### src/rtl/rrtss_pkg.sv
// ----------------------------------------------------------------------------
// rrtss_pkg: thread slot scheduler package
// Word types, slot and status codes, and the microcode program of the
// sequencer.
// ----------------------------------------------------------------------------
package rrtss_pkg;

  localparam int SLOTS_DEF = 8;

  typedef enum logic [1:0] {
    MODE_CREATE = 2'd0,
    MODE_YIELD  = 2'd1,
    MODE_EXIT   = 2'd2,
    MODE_JOIN   = 2'd3
  } mode_t;

  typedef enum logic [1:0] {
    STAT_OK      = 2'd0,
    STAT_FULL    = 2'd1,
    STAT_BAD_ID  = 2'd2,
    STAT_PENDING = 2'd3
  } status_t;

  typedef enum logic [1:0] {
    SS_FREE     = 2'd0,
    SS_RUNNABLE = 2'd1,
    SS_RUNNING  = 2'd2,
    SS_DONE     = 2'd3
  } slot_st_t;

  typedef struct packed {
    mode_t      mode;
    logic [3:0] target_slot;
  } in_word_t;

  typedef struct packed {
    status_t    status;
    logic [2:0] created_slot;
    logic       switched;
    logic [2:0] previous_slot;
    logic [2:0] current_slot_out;
  } out_word_t;

  typedef enum logic [2:0] {
    UOP_IDLE,
    UOP_FIND_FREE,
    UOP_MARK_DONE,
    UOP_JOIN,
    UOP_SCAN,
    UOP_DEMOTE,
    UOP_PROMOTE,
    UOP_FINISH
  } uop_t;

  typedef enum logic [1:0] {
    ASEL_CUR,
    ASEL_SCAN,
    ASEL_TGT,
    ASEL_FOUND
  } asel_t;

  typedef logic [2:0] pc_t;

  localparam pc_t PC_IDLE      = 3'd0;
  localparam pc_t PC_FIND_FREE = 3'd1;
  localparam pc_t PC_MARK_DONE = 3'd2;
  localparam pc_t PC_JOIN      = 3'd3;
  localparam pc_t PC_SCAN      = 3'd4;
  localparam pc_t PC_DEMOTE    = 3'd5;
  localparam pc_t PC_PROMOTE   = 3'd6;
  localparam pc_t PC_FINISH    = 3'd7;

  typedef struct packed {
    uop_t     uop;
    asel_t    asel;
    slot_st_t wval;
    pc_t      jmp_pc;
    pc_t      next_pc;
  } uword_t;

  function automatic uword_t ucode(pc_t pc);
    uword_t w;
    case (pc)
      PC_IDLE:      w = '{UOP_IDLE,      ASEL_CUR,   SS_FREE,     PC_IDLE,   PC_IDLE};
      PC_FIND_FREE: w = '{UOP_FIND_FREE, ASEL_SCAN,  SS_RUNNABLE, PC_FINISH, PC_FINISH};
      PC_MARK_DONE: w = '{UOP_MARK_DONE, ASEL_CUR,   SS_DONE,     PC_SCAN,   PC_SCAN};
      PC_JOIN:      w = '{UOP_JOIN,      ASEL_TGT,   SS_FREE,     PC_FINISH, PC_SCAN};
      PC_SCAN:      w = '{UOP_SCAN,      ASEL_SCAN,  SS_RUNNING,  PC_DEMOTE, PC_FINISH};
      PC_DEMOTE:    w = '{UOP_DEMOTE,    ASEL_CUR,   SS_RUNNABLE, PC_PROMOTE, PC_PROMOTE};
      PC_PROMOTE:   w = '{UOP_PROMOTE,   ASEL_FOUND, SS_RUNNING,  PC_FINISH, PC_FINISH};
      PC_FINISH:    w = '{UOP_FINISH,    ASEL_CUR,   SS_FREE,     PC_IDLE,   PC_IDLE};
      default:      w = '{UOP_IDLE,      ASEL_CUR,   SS_FREE,     PC_IDLE,   PC_IDLE};
    endcase
    return w;
  endfunction

  function automatic pc_t entry_pc(mode_t m);
    pc_t p;
    case (m)
      MODE_CREATE: p = PC_FIND_FREE;
      MODE_YIELD:  p = PC_SCAN;
      MODE_EXIT:   p = PC_MARK_DONE;
      MODE_JOIN:   p = PC_JOIN;
      default:     p = PC_IDLE;
    endcase
    return p;
  endfunction

endpackage

### src/rtl/round_robin_thread_slot_scheduler.sv
// The sequencer reads one slot of the state table per cycle; a new word is
// taken in the cycle its predecessor's result is shown. The receiver cannot
// stall. Synchronous reset puts slot 0 running and current, all other slots
// free, and the sequencer idle.
// ----------------------------------------------------------------------------
// round_robin_thread_slot_scheduler: thread slot table with round-robin yield
// Microcoded sequencer over a slot state table: create, yield, exit, join.
// ----------------------------------------------------------------------------
module round_robin_thread_slot_scheduler #(
  parameter int SLOTS = rrtss_pkg::SLOTS_DEF
) (
  input  logic                 clk,
  input  logic                 rst_n,
  input  logic                 start,
  output logic                 busy,
  input  rrtss_pkg::in_word_t  in_word,
  output logic                 out_valid,
  output rrtss_pkg::out_word_t out_word
);
  import rrtss_pkg::*;

  localparam int SW = $clog2(SLOTS);
  localparam logic [SW-1:0] LAST = SW'(SLOTS - 1);
  localparam logic [4:0] SLOTS_V = 5'(SLOTS);

  slot_st_t      state_r [SLOTS];
  pc_t           pc_r, pc_nxt;
  logic [SW-1:0] cur_r, cur_nxt;
  logic [SW-1:0] prev_r, prev_nxt;
  logic [SW-1:0] scan_r, scan_nxt;
  logic [SW-1:0] cnt_r, cnt_nxt;
  logic [SW-1:0] found_r, found_nxt;
  logic [SW-1:0] created_r, created_nxt;
  logic [3:0]    tgt_r, tgt_nxt;
  status_t       status_r, status_nxt;
  logic          sw_r, sw_nxt;
  logic          out_valid_r, out_valid_nxt;
  out_word_t     out_word_r, out_word_nxt;

  uword_t        uw;
  logic [SW-1:0] addr;
  slot_st_t      rd;
  logic          we;
  logic          accept;
  logic          free_hit, run_hit, create_end, scan_end, join_bad, join_done;

  function automatic logic [SW-1:0] inc_slot(logic [SW-1:0] x);
    return (x == LAST) ? '0 : x + 1'b1;
  endfunction

  assign uw     = ucode(pc_r);
  assign busy   = (pc_r != PC_IDLE);
  assign accept = start && !busy;

  always_comb begin
    case (uw.asel)
      ASEL_CUR:   addr = cur_r;
      ASEL_SCAN:  addr = scan_r;
      ASEL_TGT:   addr = tgt_r[SW-1:0];
      ASEL_FOUND: addr = found_r;
      default:    addr = cur_r;
    endcase
  end

  assign rd         = state_r[addr];
  assign free_hit   = (rd == SS_FREE);
  assign run_hit    = (rd == SS_RUNNABLE);
  assign join_done  = (rd == SS_DONE);
  assign create_end = (scan_r == LAST);
  assign scan_end   = (cnt_r == LAST);
  assign join_bad   = ({1'b0, tgt_r} >= SLOTS_V);

  // sequencer: next step
  always_comb begin
    case (uw.uop)
      UOP_IDLE:      pc_nxt = accept ? entry_pc(in_word.mode) : PC_IDLE;
      UOP_FIND_FREE: pc_nxt = free_hit ? uw.jmp_pc : (create_end ? uw.next_pc : pc_r);
      UOP_SCAN:      pc_nxt = run_hit ? uw.jmp_pc : (scan_end ? uw.next_pc : pc_r);
      UOP_JOIN:      pc_nxt = (join_bad || join_done) ? uw.jmp_pc : uw.next_pc;
      default:       pc_nxt = uw.next_pc;
    endcase
  end

  // datapath controls
  always_comb begin
    cur_nxt       = cur_r;
    prev_nxt      = prev_r;
    scan_nxt      = scan_r;
    cnt_nxt       = cnt_r;
    found_nxt     = found_r;
    created_nxt   = created_r;
    tgt_nxt       = tgt_r;
    status_nxt    = status_r;
    sw_nxt        = sw_r;
    out_valid_nxt = 1'b0;
    out_word_nxt  = out_word_r;
    we            = 1'b0;
    case (uw.uop)
      UOP_IDLE: begin
        if (accept) begin
          tgt_nxt     = in_word.target_slot;
          prev_nxt    = cur_r;
          scan_nxt    = (in_word.mode == MODE_CREATE) ? SW'(1) : inc_slot(cur_r);
          cnt_nxt     = '0;
          created_nxt = '0;
          status_nxt  = STAT_OK;
          sw_nxt      = 1'b0;
        end
      end
      UOP_FIND_FREE: begin
        if (free_hit) begin
          we          = 1'b1;
          created_nxt = scan_r;
        end else if (create_end) begin
          status_nxt = STAT_FULL;
        end else begin
          scan_nxt = scan_r + 1'b1;
        end
      end
      UOP_MARK_DONE: we = 1'b1;
      UOP_JOIN: begin
        if (join_bad) begin
          status_nxt = STAT_BAD_ID;
        end else if (join_done) begin
          we = 1'b1;
        end else begin
          status_nxt = STAT_PENDING;
        end
      end
      UOP_SCAN: begin
        if (run_hit) begin
          found_nxt = scan_r;
        end else if (!scan_end) begin
          scan_nxt = inc_slot(scan_r);
          cnt_nxt  = cnt_r + 1'b1;
        end
      end
      UOP_DEMOTE: we = (rd == SS_RUNNING);
      UOP_PROMOTE: begin
        we      = 1'b1;
        cur_nxt = found_r;
        sw_nxt  = (found_r != cur_r);
      end
      UOP_FINISH: begin
        out_valid_nxt                 = 1'b1;
        out_word_nxt.status           = status_r;
        out_word_nxt.created_slot     = 3'(created_r);
        out_word_nxt.switched         = sw_r;
        out_word_nxt.previous_slot    = 3'(prev_r);
        out_word_nxt.current_slot_out = 3'(cur_r);
      end
      default: we = 1'b0;
    endcase
  end

  always_ff @(posedge clk) begin
    if (!rst_n) begin
      for (int i = 0; i < SLOTS; i++) begin
        state_r[i] <= (i == 0) ? SS_RUNNING : SS_FREE;
      end
      pc_r        <= PC_IDLE;
      cur_r       <= '0;
      out_valid_r <= 1'b0;
    end else begin
      if (we) begin
        state_r[addr] <= uw.wval;
      end
      pc_r        <= pc_nxt;
      cur_r       <= cur_nxt;
      out_valid_r <= out_valid_nxt;
    end
  end

  always_ff @(posedge clk) begin
    prev_r     <= prev_nxt;
    scan_r     <= scan_nxt;
    cnt_r      <= cnt_nxt;
    found_r    <= found_nxt;
    created_r  <= created_nxt;
    tgt_r      <= tgt_nxt;
    status_r   <= status_nxt;
    sw_r       <= sw_nxt;
    out_word_r <= out_word_nxt;
  end

  assign out_valid = out_valid_r;
  assign out_word  = out_word_r;

endmodule

### config.mk
export PLATFORM = sky130hd
export DESIGN_NAME = round_robin_thread_slot_scheduler
export DESIGN_NICKNAME = d
export VERILOG_FILES = /design/src/rtl/rrtss_pkg.sv /design/src/rtl/round_robin_thread_slot_scheduler.sv
export SDC_FILE = /design/constraint.sdc
export NUM_CORES = 1
export LEC_CHECK = 0
export ABC_AREA = 0
export BUFFER_PORTS_ARGS = -buffer_cell sky130_fd_sc_hd__buf_4
export CAP_MARGIN = 20
export CORE_ASPECT_RATIO = 1.5
export CORE_MARGIN = 1.5
export CORE_UTILIZATION = 40
export DETAILED_ROUTE_END_ITERATION = 16
export PLACE_DENSITY = 0.56
export SETUP_SLACK_MARGIN = 0.4
export SLEW_MARGIN = 20
export SYNTH_ARGS = -nofsm -noshare
export SYNTH_HDL_FRONTEND = slang
export SYNTH_SLANG_ARGS = --single-unit
### constraint.sdc
create_clock -name clk -period 4.3 [get_ports clk]
set_clock_uncertainty 0.2 [all_clocks]
set_input_delay 0.645 -clock clk [delete_from_list [all_inputs] [get_ports clk]]
set_output_delay 0.645 -clock clk [all_outputs]
set_load 0.05 [all_outputs]
==> metrics.md, run 1 <==
| Metric | Value |
|---|---|
| Outcome | complete, no violations |
| Cts bufs inserted | 9 |
| Sw frac | 38.1% |
| Dpl ws | 0.583 ns |
| Hold Path Class | flop to flop |
| Ranking of synthesized cells by area | edfxtp_1 45%, dfxtp_1 11%, ha_1 5.2% |
| Boundary Pins | 23 |
| CTS tree | built |
| DIE WIDTH | 77.8 um |
| Port bufs | 22 |
| Largest net degree at the start of global routing | 18 |
| Mapped cell area | 3360 um2 |
| Number of global-route vias before repair | 2390 |
| Netlist cell types | 59 |
| Share of power burned in combinational logic | 39.7% |
| Placeable Area | 8060 um2 |
| Routability cong. | 0.834 |
| Ys async rst share | 0% |
| Final setup fails | 0 |
| Post-synthesis sequential area ratio | 55.5% |
| Fmax achieved | 270 MHz |
| Post-layout min period | 3.70 ns |
| Slew Viols, Final | 0 |
| H-tree depth | 3 |
| Post-Route WL | 7.35 mm |
| Die height | 115 um |
| Setup ws final | 0.600 ns |
| Post-route ant nets | 0 |
| CP max FO | 7 |
| Worst VDD drop | 462 uV |
| Clock Path Buffers | 2 |
| Global-route wire length before repair | 11.7 mm |
| Antenna Cells | 0 |
| Ratio of cells with drive above 1 in the final layout | 21.7% |
| Max Cap Viol | 0 |
| Main synth FF type | edfxtp_1 |
| Worst-path cell chain | mux4_2 -> mux2i_2 -> o22ai_1 -> or2_4 -> a211oi_2 -> o22ai_2 -> o21ai_0 -> o311a_2 -> inv_1 -> ha_1 -> mux2_2 |
| Final nets | 345 |
| Most common cell in the netlist | edfxtp_1 |
| Slowest CP cell | mux4_2 |
| Int Pwr | 1810 uW |
| CP Buf/Inv Count | 1 |
| Top delay family on crit path | compound AO/OA/AOI/OAI gates |
| Syn nets | 312 |
| DPL Wire Length | 5.22 mm |
| Gr ovfl total | 0 |
| Switch Pwr | 1110 uW |
| Power, Total | 2930 uW |
| Vias/cell | 5.50 |
| Final setup TNS | 0 ns |
| Clock Pin Slew Worst Setup and Hold Paths | 0.06 ns |
| Crit path required time | 4.31 ns |
| Synth area leader | edfxtp_1 |
| Share of power burned in registers | 35.3% |
| P per Cell Area | 731 nW/um2 |
| RSZ-0062 raised after global routing | false |
| Antenna violations before repair | 0 |
| Root Driver | clkbuf_16 |
| Clk pwr share | 24.9% |
| WHS | 0.217 ns |
| Global Route Usage Sum | 17.4% |
| Relative slew slack | 62.5% |
| Clk Latency, worst-skew pair | 0.32 ns |
| DRT Pass-1 Iters | 6 |
| CP Data Arrival Time | 3.71 ns |
| Initial core utilization | 41.7% |
| Clock Sink Count | 68 |
| Commonest cells in the netlist | 50 x edfxtp_1, 37 x nor2_1, 25 x nand2_1, 21 x o21ai_0, 18 x dfxtp_1 |
| Site Rows | 40 |
| Flops & latches, synth | 68 |
| Final Hold Vio Count | 0 |
| Area Overhead vs Synth | 19.2% |
| Initial DRC Count | 110 |
| Crit start category | flop |
| DRC | 0 |
| Leakage | 0.00150 uW |
| Routed len/inst | 17.0 um |
| Crit end category | flop |
| R2R setup slack | 0.60 ns |
| Worst-margin pin slew | 0.561 ns |
| Total vias in the final route | 2377 |
| Ys Warns | 0 |
| Post-synthesis average cell area | 11.6 um2 |
| Setup CP Type | flop to flop |
| Crit-path max cell delay | 0.61 ns |
| Post-synth top area share | 44.7% |
| Cts-stage hold buffer count | 0 |
| Post-Syn Instances | 289 |
| Post-synth EDFFs | 50 |
| Die area | 8960 um2 |
| Fin crit share | 86.0% |
-- path summary, 6_finish.rpt --
kind,start,end,cells after the start
setup / recovery,scan_r[2],uw[6],11
setup reg to reg,scan_r[2],uw[6],11
hold / removal,prev_r[2],out_word[5],0
hold reg to reg,prev_r[2],out_word[5],0
-- power groups by stage --
stage,clock network [uW],logic (uW),registers (uW)
floorplan,0,896,972
global placement,0,1100,1040
detailed placement,0,1110,1040
CTS,742,1110,1030
global route,769,1290,1050
finish,730,1160,1030
-- registers in the layout, indices dropped and copies added, names as in the netlist, 4 cells and up --
register,count
tgt_r,4
out_word,12
state_r,16
uw,11
-- metrics by stage --
| stage | std cells | area [um2] | util [%] |
|---|---|---|---|
| after detailed placement | 410 | 3620 | 44.9 |
| after global routing | 432 | 4000 | 49.7 |
| after global placement | 410 | 3620 | 44.9 |
| after CTS | 426 | 3920 | 48.6 |
| final | 432 | 4000 | 49.7 |
| after floorplan | 289 | 3360 | - |
-- routing by layer --
metal / GRT usage (%) / share of wire [%] / wire (um)
met2: 30.1 / 53 / 3890
met1: 19.7 / 40 / 2940
met3: 3.81 / 4.1 / 301
met5: 0 / 0 / 0
met4: 9.70 / 3.0 / 219
-- cells in the final DEF, fill, tap and decap left out, types with 5 or more instances in the layout --
master / n
clkbuf_16: 9
nor2_1: 37
mux2i_1: 12
o21ai_0: 21
buf_4: 30
ha_1: 14
dfxtp_1: 17
and2_1: 8
edfxtp_1: 50
a21oi_1: 5
inv_1: 12
nand2b_1: 6
nand2_1: 25
-- kinds of logic (layout without fill, tap and decap cells) --
| group | count (synthesis) | in the layout | synth area share (%) |
|---|---|---|---|
| AO/OA/AOI/OAI | 65 | 65 | 14.8 |
| flip-flops | 68 | 68 | 55.5 |
| buffers and inverters | 22 | 59 | 3.24 |
| AND/OR/NAND/NOR | 99 | 99 | 14.1 |
| adder cells (fa/ha/maj) | 14 | 14 | 5.22 |
| multiplexers | 17 | 18 | 6.22 |
| XOR/XNOR | 4 | 4 | 1.04 |
-- timing repair --
action	in CTS	in global routing
hold endpoints to repair	0	0
setup endpoints to repair	0	4
buffers inserted	0	5
gates resized for setup	0	5
-- area by class of cell --
type	instances	area, um2
multi-input combinational	200	1430
clock buffer	11	243
fill	740	4060
inverter	13	48.8
clock inverter	5	61.3
sequential	68	1860
timing repair buffer	30	225
tap	105	131
Power figures use the tool's default switching activity.
==> inputs of run 2 (changes only) <==
--- a/config.mk
+++ b/config.mk
@@ -13,6 +13,7 @@
 export CORE_UTILIZATION = 40
 export DETAILED_ROUTE_END_ITERATION = 16
 export PLACE_DENSITY = 0.56
+export REMOVE_ABC_BUFFERS = 1
 export SETUP_SLACK_MARGIN = 0.4
 export SLEW_MARGIN = 20
 export SYNTH_ARGS = -nofsm -noshare
==> run 2 against run 1 <==
Setup slack worse by 0.0039 ns. Combinational power is 4% lower. Core utilization is 0.68 points lower. Sequential power hardly changed. Largest power group unchanged. Critical path type unchanged. First-iteration DRC count is 25% higher. Hold slack worse by 0.00055 ns. Wire length is 5.2% lower. Non-clock buffer count is 4 lower. Critical endpoint unchanged. Cell area is 1.4% lower. Count of clock-buffer cells in the layout is 1 lower.
==> metrics.md, run 2 (same netlist as run 1, synthesis figures left out) <==
| Metric | Value |
|---|---|
| Boundary Pins | 23 (unchanged) |
| Vias/cell | 5.35 (-2.8%) |
| Clk pwr share | 26.6% (+1.7 points) |
| Grt met3 use | 5.00% (+1.2 points) |
| Gr ovfl total | 0 (unchanged) |
| Leakage | 0.00147 uW (-1.5%) |
| Share of power burned in combinational logic | 38.1% (-1.6 points) |
| Placed insts | 410 (unchanged) |
| R2R setup slack | 0.60 ns (about the same) |
| Post-route ant nets | 0 (unchanged) |
| Top delay family on crit path | multiplexers |
| Fill count | 733 (-0.95%) |
| Worst VDD drop | 479 uV (+3.7%) |
| Die height | 115 um (unchanged) |
| Clk Latency, worst-skew pair | 0.34 ns (+0.02 ns) |
| Clock Path Buffers | 2 (unchanged) |
| Commonest cells after routing, fill and taps aside | 50 x edfxtp_1, 37 x nor2_1, 26 x buf_4, 25 x nand2_1, 21 x o21ai_0 |
| CP max FO | 8 (+1) |
| P per Cell Area | 739 nW/um2 (+1.0%) |
| Global Route Usage Sum | 17.6% (+0.20 points) |
| Switch Pwr | 1090 uW (-2.5%) |
| Final Hold Vio Count | 0 (unchanged) |
| Largest register FFs | 16 (unchanged) |
| Die area | 8960 um2 (unchanged) |
| Crit end category | flop |
| Int Pwr | 1830 uW (+1.0%) |
| Crit path required time | 4.33 ns (+0.02 ns) |
| Clock Sink Count | 68 (unchanged) |
| Global route hottest layer | met2 |
| Area Overhead vs Synth | 17.6% |
| Clock Pin Slew Worst Setup and Hold Paths | 0.05 ns (about the same) |
| Crit start category | flop |
| Cts bufs inserted | 9 (unchanged) |
| Fmax achieved | 270 MHz (-0.11%) |
| M2 GR Usage | 29.8% (-0.29 points) |
| Area of the multi-input gates | 1390 um2 (-2.6%) |
| Placeable Area | 8060 um2 (unchanged) |
| Root Driver | clkbuf_16 |
| DRC | 0 (unchanged) |
| Slowest CP cell | mux4_2 |
| Sw frac | 37.2% (-0.83 points) |
| Worst-margin pin slew | 0.550 ns (-0.0112 ns) |
| Initial DRC Count | 137 (+25%) |
| Largest net degree at the start of global routing | 18 (unchanged) |
| Max Cap Viol | 0 (unchanged) |
| DIE WIDTH | 77.8 um (unchanged) |
| Layout Cells excl Fill | 427 (-1.2%) |
| Fin crit share | 86.1% (+0.091 points) |
| Number of global-route vias before repair | 2309 (-3.4%) |
| Share of power burned in registers | 35.3% (about the same) |
| Reg with most FFs | state_r |
| DRT Pass-1 Iters | 4 (-2) |
| CP Buf/Inv Count | 1 (unchanged) |
| Slew Viols, Final | 0 (unchanged) |
| Routability cong. | 0.804 (-3.5%) |
| Final setup TNS | 0 ns (unchanged) |
| DPL Wire Length | 5.21 mm (-0.21%) |
| Post-layout min period | 3.70 ns (+0.00390 ns) |
| Hold Path Class | flop to flop |
| Site Rows | 40 (unchanged) |
| Final nets | 340 (-1.4%) |
| Post-Route WL | 6.97 mm (-5.2%) |
| CP Data Arrival Time | 3.73 ns (+0.02 ns) |
| Crit-path max cell delay | 0.63 ns (+0.02 ns) |
| Routed len/inst | 16.3 um (-4.0%) |
| H-tree depth | 3 (unchanged) |
| Commonest non-fill, non-tap cell in the layout | edfxtp_1 |
| Global-route wire length before repair | 11.6 mm (-0.94%) |
| Port bufs | 22 (unchanged) |
| FF+latch area | 1860 um2 (about the same) |
| Total vias in the final route | 2284 (-3.9%) |
| Setup CP Type | flop to flop |
| RSZ-0062 raised after global routing | false |
| CTS tree | built |
| Ratio of cells with drive above 1 in the final layout | 19.6% (-2.1 points) |
| Relative slew slack | 62.9% (+0.41 points) |
| Antenna Cells | 0 (unchanged) |
| Initial core utilization | 41.7% (unchanged) |
| Worst-path cell chain | mux4_2 -> mux2i_1 -> o22ai_1 -> or2_1 -> a211oi_2 -> o22ai_2 -> o21ai_0 -> o311a_2 -> inv_1 -> ha_1 -> mux2_2 |
| Antenna violations before repair | 0 (unchanged) |
| Final setup fails | 0 (unchanged) |
| Met1 usage | 19.3% (-0.35 points) |
| Outcome | complete, no violations |
## run 2: path summary, 6_finish.rpt
path         startpoint           to  cells after the start
max           scan_r[2]        uw[6]                     11
min           prev_r[1]  out_word[4]                      0
max reg2reg   scan_r[2]        uw[6]                     11
min reg2reg   prev_r[1]  out_word[4]                      0
## run 2: timing repair
item / in CTS / in global routing
hold buffers: 0 / 0
resized for setup: 0 / 1
setup buffers: 0 / 1
endpoints found under the setup margin: 0 / 3
endpoints found under the hold margin: 0 / 0
## run 2: cell type report
| type | count | area share, % |
|---|---|---|
| clock inverter | 6 | 2.25 |
| tap | 105 | 3.33 |
| sequential | 68 | 47.2 |
| timing repair buffer | 26 | 4.94 |
| inverter | 13 | 1.24 |
| clock buffer | 10 | 5.80 |
| multi-input combinational | 199 | 35.3 |
## run 2: power by group through the flow
stage	clock network, uW	registers [uW]	logic [uW]
after floorplan	0	997	827
after global placement	0	1040	1100
after detailed placement	0	1040	1110
after CTS	790	1030	1120
after global routing	818	1050	1250
final	776	1030	1110
## run 2: worst reg2reg max path, delay by kind of cell (launching register included)
| kind | cells | cell delay [ns] |
|---|---|---|
| compound gates | 5 | 1.09 |
| simple gates | 1 | 0.36 |
| mux | 3 | 1.16 |
| flops | 1 | 0.45 |
| fa+ha+maj | 1 | 0.22 |
| buf+inv | 1 | 0.12 |
## run 2: layer usage
| layer | routed length [um] | vias to the layer above | share of wire, % |
|---|---|---|---|
| met1 | 2800 | 1087 | 40 |
| met3 | 299 | 22 | 4.3 |
| met2 | 3590 | 55 | 52 |
| met5 | 0 | - | 0 |
| met4 | 284 | 0 | 4.1 |
| li1 | - | 1120 | - |
## run 2: through the flow
step / power, uW / instance area [um2] / setup WS (ns) / util (%) / hold slack (ns)
CTS: 2940 / 3930 / 0.559 / 48.8 / 0.218
floorplan: 1820 / 3300 / 0.903 / - / 0.200
finish: 2920 / 3950 / 0.596 / 49.0 / 0.216
global placement: 2140 / 3620 / 0.656 / 44.9 / 0.200
detailed placement: 2150 / 3620 / 0.574 / 44.9 / 0.205
global route: 3120 / 3950 / 0.402 / 49.0 / 0.225
